### config.mk
export PLATFORM = sky130hd
export DESIGN_NAME = incremental_reachability_closure_core
export DESIGN_NICKNAME = d
export VERILOG_FILES = /design/src/rtl/rci_pkg.sv /design/src/rtl/incremental_reachability_closure_core.sv /design/src/rtl/rci_row_ram.sv /design/src/rtl/rci_row_unit.sv
export SDC_FILE = /design/constraint.sdc
export NUM_CORES = 2
export LEC_CHECK = 0
export BUFFER_PORTS_ARGS = -buffer_cell sky130_fd_sc_hd__buf_4
export CORE_MARGIN = 4
export CORE_UTILIZATION = 33
export DETAILED_ROUTE_END_ITERATION = 7
export SLEW_MARGIN = 20
export SYNTH_ARGS = -nofsm -noshare
export SYNTH_HDL_FRONTEND = slang
export SYNTH_HIERARCHICAL = 1
export SYNTH_SLANG_ARGS = --single-unit
### constraint.sdc
create_clock -name i_clk -period 10.66 [get_ports i_clk]
set_input_delay 2.132 -clock i_clk [delete_from_list [all_inputs] [get_ports i_clk]]
set_output_delay 2.132 -clock i_clk [all_outputs]
set_load 0.05 [all_outputs]
### src/rtl/rci_pkg.sv
package rci_pkg;

    // Width of a node index field on the ports
    localparam int NODE_W = 6;
    localparam int MODE_W = 2;

    // Item modes
    localparam logic [MODE_W-1:0] MODE_CHECKED   = 2'd0;
    localparam logic [MODE_W-1:0] MODE_UNCHECKED = 2'd1;
    localparam logic [MODE_W-1:0] MODE_QUERY     = 2'd2;
    localparam logic [MODE_W-1:0] MODE_NONE      = 2'd3;

    // Flags the row unit reports on the row it is given
    typedef struct packed {
        logic src_bit;   // row reaches the source node
        logic dst_bit;   // row reaches the target node
        logic upd;       // row must take the target row in
    } t_row_flags;

endpackage

### src/rtl/incremental_reachability_closure_core.sv
// Incremental reachability closure over NODES nodes, kept as a bit matrix
// in a single-port-write, single-port-read row memory.
//
// Input channel: a word (i_mode, i_from_node, i_to_node) is taken at a
// rising edge where start is high and busy is low. busy stays high until
// the word's result has been produced.
// Output channel: each word gives exactly one result; o_answer is valid for
// the single cycle o_valid is high and must be taken then.
//
// Mode three or a node at or above NODES answers in the cycle after the
// accept. A query, or a checked insert that would close a cycle, answers
// from one row read. An insert sweeps every row through the shared row
// unit, one row read per cycle, writing back each row that takes the
// target row in. The next word can be taken in the cycle o_valid shows.
//
// Reset: synchronous, active low. After reset the memory is written to
// identity one row per cycle, with busy high throughout.
module incremental_reachability_closure_core
    import rci_pkg::*;
#(
    parameter int NODES = 64
) (
    input  logic              i_clk,
    input  logic              i_rst_n,
    input  logic              start,
    output logic              busy,
    input  logic [MODE_W-1:0] i_mode,
    input  logic [NODE_W-1:0] i_from_node,
    input  logic [NODE_W-1:0] i_to_node,
    output logic              o_valid,
    output logic              o_answer
);

    localparam int IDXW = (NODES > 1) ? $clog2(NODES) : 1;
    localparam int CW   = IDXW + 1;
    localparam int CMPW = (CW > NODE_W) ? CW : NODE_W;

    typedef enum logic [1:0] {
        S_CLEAR,
        S_IDLE,
        S_LOOK,
        S_SWEEP
    } t_state;

    t_state            r_state;
    logic [CW-1:0]     r_cnt;
    logic              r_pend;
    logic [IDXW-1:0]   r_wa;
    logic [MODE_W-1:0] r_mode;
    logic [IDXW-1:0]   r_src;
    logic [IDXW-1:0]   r_dst;
    logic [NODES-1:0]  r_row_dst;
    logic              r_valid;
    logic              r_answer;
    logic              n_valid;

    logic [CMPW-1:0]   src_ext;
    logic [CMPW-1:0]   dst_ext;
    logic              in_range;
    logic [IDXW-1:0]   src_idx;
    logic [IDXW-1:0]   dst_idx;

    logic              mem_we;
    logic [IDXW-1:0]   mem_waddr;
    logic [NODES-1:0]  mem_wdata;
    logic [IDXW-1:0]   mem_raddr;
    logic [NODES-1:0]  mem_rdata;
    logic [NODES-1:0]  merged_row;
    logic [NODES-1:0]  ident_row;
    t_row_flags        flags;

    // Range check the incoming node indices
    assign src_ext  = CMPW'(i_from_node);
    assign dst_ext  = CMPW'(i_to_node);
    assign in_range = (src_ext < CMPW'(NODES)) && (dst_ext < CMPW'(NODES));
    assign src_idx  = src_ext[IDXW-1:0];
    assign dst_idx  = dst_ext[IDXW-1:0];

    assign ident_row = NODES'(1) << r_cnt[IDXW-1:0];

    // Select the read row for the current step
    always_comb begin
        unique case (r_state)
            S_IDLE:  mem_raddr = (i_mode == MODE_QUERY) ? src_idx : dst_idx;
            S_SWEEP: mem_raddr = r_cnt[IDXW-1:0];
            default: mem_raddr = r_src;
        endcase
    end

    // Select the write row: identity during clearing, merged row in the sweep
    always_comb begin
        unique case (r_state)
            S_CLEAR: begin
                mem_we    = 1'b1;
                mem_waddr = r_cnt[IDXW-1:0];
                mem_wdata = ident_row;
            end
            S_SWEEP: begin
                mem_we    = r_pend & flags.upd;
                mem_waddr = r_wa;
                mem_wdata = merged_row;
            end
            default: begin
                mem_we    = 1'b0;
                mem_waddr = r_wa;
                mem_wdata = merged_row;
            end
        endcase
    end

    // Raise the strobe when the current word is done
    always_comb begin
        unique case (r_state)
            S_IDLE:  n_valid = start && (!in_range || i_mode == MODE_NONE);
            S_LOOK:  n_valid = (r_mode == MODE_QUERY) ||
                               (r_mode == MODE_CHECKED && flags.src_bit);
            S_SWEEP: n_valid = (r_cnt == CW'(NODES));
            default: n_valid = 1'b0;
        endcase
    end

    rci_row_ram #(
        .NODES (NODES),
        .IDXW  (IDXW)
    ) u_ram (
        .i_clk   (i_clk),
        .i_we    (mem_we),
        .i_waddr (mem_waddr),
        .i_wdata (mem_wdata),
        .i_raddr (mem_raddr),
        .o_rdata (mem_rdata)
    );

    rci_row_unit #(
        .NODES (NODES),
        .IDXW  (IDXW)
    ) u_unit (
        .i_row     (mem_rdata),
        .i_row_dst (r_row_dst),
        .i_src     (r_src),
        .i_dst     (r_dst),
        .o_row     (merged_row),
        .o_flags   (flags)
    );

    // Sequencer: clear, take a word, look up one row, sweep all rows
    always_ff @(posedge i_clk) begin
        if (!i_rst_n) begin
            r_state <= S_CLEAR;
            r_cnt   <= '0;
            r_pend  <= 1'b0;
            r_valid <= 1'b0;
        end else begin
            r_valid <= n_valid;
            unique case (r_state)
                S_CLEAR: begin
                    if (r_cnt == CW'(NODES - 1)) begin
                        r_cnt   <= '0;
                        r_state <= S_IDLE;
                    end else begin
                        r_cnt <= r_cnt + 1'b1;
                    end
                end
                S_IDLE: begin
                    if (start) begin
                        if (!in_range || i_mode == MODE_NONE) begin
                            r_answer <= 1'b0;
                        end else begin
                            r_mode  <= i_mode;
                            r_src   <= src_idx;
                            r_dst   <= dst_idx;
                            r_state <= S_LOOK;
                        end
                    end
                end
                S_LOOK: begin
                    if (r_mode == MODE_QUERY) begin
                        r_answer <= flags.dst_bit;
                        r_state  <= S_IDLE;
                    end else if (r_mode == MODE_CHECKED && flags.src_bit) begin
                        // target already reaches source: refuse
                        r_answer <= 1'b0;
                        r_state  <= S_IDLE;
                    end else begin
                        r_row_dst <= mem_rdata;
                        r_cnt     <= '0;
                        r_pend    <= 1'b0;
                        r_state   <= S_SWEEP;
                    end
                end
                S_SWEEP: begin
                    if (r_cnt == CW'(NODES)) begin
                        r_answer <= 1'b1;
                        r_pend   <= 1'b0;
                        r_cnt    <= '0;
                        r_state  <= S_IDLE;
                    end else begin
                        r_cnt  <= r_cnt + 1'b1;
                        r_pend <= 1'b1;
                        r_wa   <= r_cnt[IDXW-1:0];
                    end
                end
                default: r_state <= S_IDLE;
            endcase
        end
    end

    assign busy     = (r_state != S_IDLE);
    assign o_valid  = r_valid;
    assign o_answer = r_answer;

endmodule

### src/rtl/rci_row_ram.sv
module rci_row_ram
    import rci_pkg::*;
#(
    parameter int NODES = 64,
    parameter int IDXW  = 6
) (
    input  logic             i_clk,
    input  logic             i_we,
    input  logic [IDXW-1:0]  i_waddr,
    input  logic [NODES-1:0] i_wdata,
    input  logic [IDXW-1:0]  i_raddr,
    output logic [NODES-1:0] o_rdata
);

    // One row of reachability bits per node
    logic [NODES-1:0] mem [NODES];

    // Write one row, read one row with registered data
    always_ff @(posedge i_clk) begin
        if (i_we) begin
            mem[i_waddr] <= i_wdata;
        end
        o_rdata <= mem[i_raddr];
    end

endmodule

### src/rtl/rci_row_unit.sv
module rci_row_unit
    import rci_pkg::*;
#(
    parameter int NODES = 64,
    parameter int IDXW  = 6
) (
    input  logic [NODES-1:0] i_row,
    input  logic [NODES-1:0] i_row_dst,
    input  logic [IDXW-1:0]  i_src,
    input  logic [IDXW-1:0]  i_dst,
    output logic [NODES-1:0] o_row,
    output t_row_flags       o_flags
);

    // Pick the two bits of interest out of the row
    assign o_flags.src_bit = i_row[i_src];
    assign o_flags.dst_bit = i_row[i_dst];

    // A row that reaches the source but not yet the target takes the target row in
    assign o_flags.upd = o_flags.src_bit & ~o_flags.dst_bit;
    assign o_row       = i_row | i_row_dst;

endmodule

==> impl.org <==
** Outcome
- Run status :: complete, no violations

** Clocking
- Source-to-sink clock delay at the later pin of the worst-skew pair :: 1.01 ns
- CTS built an H-tree with a depth of 5.
- Cells resized by post-CTS repair :: 0
- Buffers added to address setup during post-CTS repair amount to 0.
- No sink is reached through more buffers than the 4 on the longest clock path.
- TritonCTS built the clock tree.
- After clock tree synthesis, the clock-pin slew on the worst setup and hold paths is 0.06 ns.
- Hold buffers post-CTS :: 0
- For this design, the sink count on the clock tree is 4256.
- Clock tree synthesis inserted a total of 408 buffers.
- Clock tree synthesis selected as its root buffer the cell clkbuf_16.

** Setup path
- Worst setup path category :: flop to flop
- Along the worst path, the maximum fanout reaches 28.
- Data arrival time of the critical path :: 6.96 ns
- Category of the worst setup path capture point :: flop
- For the worst setup path, the data required time is 11.20 ns.
- Startpoint class of the critical path :: flop
- For flop-to-flop paths, the worst setup slack is 4.24 ns.

** Floorplan
- The die is 709 um wide.
- The die covers 503000 um^2.
- Chip Height :: 709 um
- Number of cell rows :: 257
- In this run the standard cell core region covers 490000 um^2.
- The initial utilization of the core area, before any placement, comes to 0.331.
- Top Ports :: 20

** Yosys
- In the synthesized netlist the async set-or-reset flop fraction comes to 0.
- Yosys mapped the design onto 63 distinct sky130hd cell types.
- Synthesis produced a netlist whose cell count is 7054.
- The mapped netlist covers 162000 um^2.
- Biggest area contributors in the synthesized netlist :: edfxtp_1, mux4_2, mux2i_1
- Number of enable flip-flop cells after synthesis :: 4181
- Post-Synthesis Net Count :: 7082
- Yosys instantiated no cell more often than edfxtp_1.
- Of the synthesized area, sequential elements account for 0.783.
- The synthesized design contains 4256 register bits.
- Most used flip-flop cell after synthesis :: edfxtp_1
- Cell taking the most area after synthesis :: edfxtp_1
- Yosys printed 6 warnings.
- Average cell area after synthesis :: 23.0 um^2
- Of the post-synthesis cell area, the dominant cell type holds 0.774.
- By count the netlist is led by edfxtp_1, mux4_2, buf_2, a22oi_1, clkbuf_1.

** Cells and area
- At the end of the flow the core is filled with cells to 0.383.
- Layout overhead on the synthesized area :: 15.6%
- In the final layout, the share of cells above drive strength 1 is 0.291.
- The layout has 43200 filler cells.
- At the end of the flow, the number of nets in the layout was 7417.
- Summing all multi-input logic gate instances after layout gives 35000 um^2.
- Summing all flip-flop and latch instances after layout gives 127000 um^2.

** Timing
- Maximum achievable frequency :: 0.156 GHz
- For the final routed database, the setup TNS stands at 0 ns.
- Setup violations remaining at the end of the flow were counted as 0.
- Crit path time final :: 6.42 ns
- Final setup skew :: 0.116 ns
- Unrepaired setup endpoints after global routing :: no
- Share of the clock period used by the worst path after layout :: 0.602
- Final Hold Vio Count :: 0
- Slew margin rel. :: 0.175
- For the pin with the worst max-slew slack, the measured transition is 1.24 ns.
- The final number of max-transition violations is 0.

** GRT
- Pin count of the biggest net entering global routing :: 110
- After global routing the overflow that remains totals 0.
- In the global route stage, overall resource usage came out at 0.183.
- The number of antenna violations at the first check in global routing is 18.
- Via count of the first global-routing pass :: 80000
- Global-route wire length before repair :: 651000 um

** Power and ir drop
- Cell Pwr Density :: 177 nW/um^2
- Leakage power :: 0.0581 uW
- IR analysis of the VDD net gives a maximum drop of 0.166 mV.

** Detailed routing
- DRC violations left :: 0
- Summed over all layers, the routed wires come to 470000 um.
- Number of design-rule violations left by the first detailed-router iteration :: 11900
- For this block, the via count after detailed routing is 80600.
- After detailed routing, the number of vias per cell comes to 5.67.
- Detailed-router iteration count before antenna repair :: 6
- The detail route stage leaves a number of antenna-violating nets equal to 0.
- After detailed routing, the average wire length per cell comes to 33.1 um.

** Placed design
- Once detailed placement completed, the half-perimeter wirelength came to 250000 um.
- The count of buffers added on input and output ports is 19.
- Final estimated routing congestion in global placement :: 0.851

** Job
- Number of maximum-capacitance constraint violations :: 0

** Worst hold path
- The worst hold path belongs to the class flop to flop.
[worst paths after layout]
kind	startpoint	to	cells past startpoint
setup / recovery	r_dst[1]	u_ram/mem[21][23]	11
hold / removal	u_ram/o_rdata[49]	r_row_dst[49]	0
setup reg to reg	r_dst[1]	u_ram/mem[21][23]	11
hold reg to reg	u_ram/o_rdata[49]	r_row_dst[49]	0
[worst max-delay path, stage by stage (launching register included)]
cell       delay [ns]
edfxtp_1         0.89
mux4_2           0.60
mux4_2           0.48
o2111ai_1        0.20
nand2_1          0.14
nor2b_4          0.14
nand3_1          0.09
a21oi_1          0.54
nand3_1          0.68
nor2_4           0.77
buf_4            0.60
buf_4            0.76
[per-layer routing]
layer  GRT usage  vias to the layer above  share of wire
met4      0.0581                        4          0.035
met3      0.0407                      889           0.11
li1            -                    31000              -
met5           0                        -       0.000057
met2       0.293                     4823           0.47
met1       0.250                    43900           0.38
[stage by stage]
step | worst slack [ns] | instances | hold WS, ns | total power (uW) | area (um^2)
floorplan | 3.22 | 7054 | 0.403 | 18700 | 162000
global placement | 3.77 | 13400 | 0.485 | 18800 | 173000
detailed placement | 3.82 | 13400 | 0.487 | 18900 | 173000
CTS | 4.26 | 14200 | 0.501 | 33300 | 187000
global route | 4.01 | 14200 | 0.519 | 34100 | 188000
finish | 4.24 | 14200 | 0.513 | 33100 | 188000
[state kept, by name, summed over array words and instances (netlist names), 2 cells and up]
name	cells
r_cnt	7
r_state	2
u_ram/o_rdata	64
r_src	6
r_dst	6
r_mode	2
r_wa	6
r_row_dst	64
u_ram/mem	4096
[kinds of logic after synthesis]
| logic type | share of synthesized area |
|---|---|
| simple gates | 0.0173 |
| fa+ha+maj | 0.000848 |
| mux | 0.157 |
| buf+inv | 0.0127 |
| flops | 0.783 |
| compound gates | 0.0292 |
| xor+xnor | 0.000324 |
[final cells by class]
class,instances,share of cell area
inverter,30,0.000627
tap,6475,0.0432
antenna,5,0.0000667
clock inverter,228,0.0138
sequential,4256,0.677
multi-input combinational,2368,0.186
timing repair buffer,325,0.0201
clock buffer,525,0.0585
[power by group]
part           internal (uW)  switching, uW  total, uW
logic                   59.7            193        253
clock network           8330           6310      14600
registers              18200           23.7      18200
total                  26600           6530      33100
[placed cells by master, fill, tap and decap left out, types with 26 or more instances in the layout]
cell / count
a211oi_1: 63
a22o_1: 88
a22oi_1: 176
a41oi_1: 26
and3_1: 65
buf_12: 59
buf_16: 30
buf_4: 236
bufinv_16: 42
clkbuf_1: 86
clkbuf_16: 409
clkbuf_8: 30
clkinv_1: 63
clkinv_2: 72
dfxtp_1: 75
edfxtp_1: 4181
inv_1: 29
mux2i_1: 151
mux4_2: 1052
nand2_1: 68
nand3_1: 52
nor2_1: 58
nor2_4: 65
nor2b_1: 31
o221ai_1: 38
o22ai_1: 86
o2bb2ai_4: 62
or2_2: 93
or3_1: 30
Power figures use the tool's default switching activity.
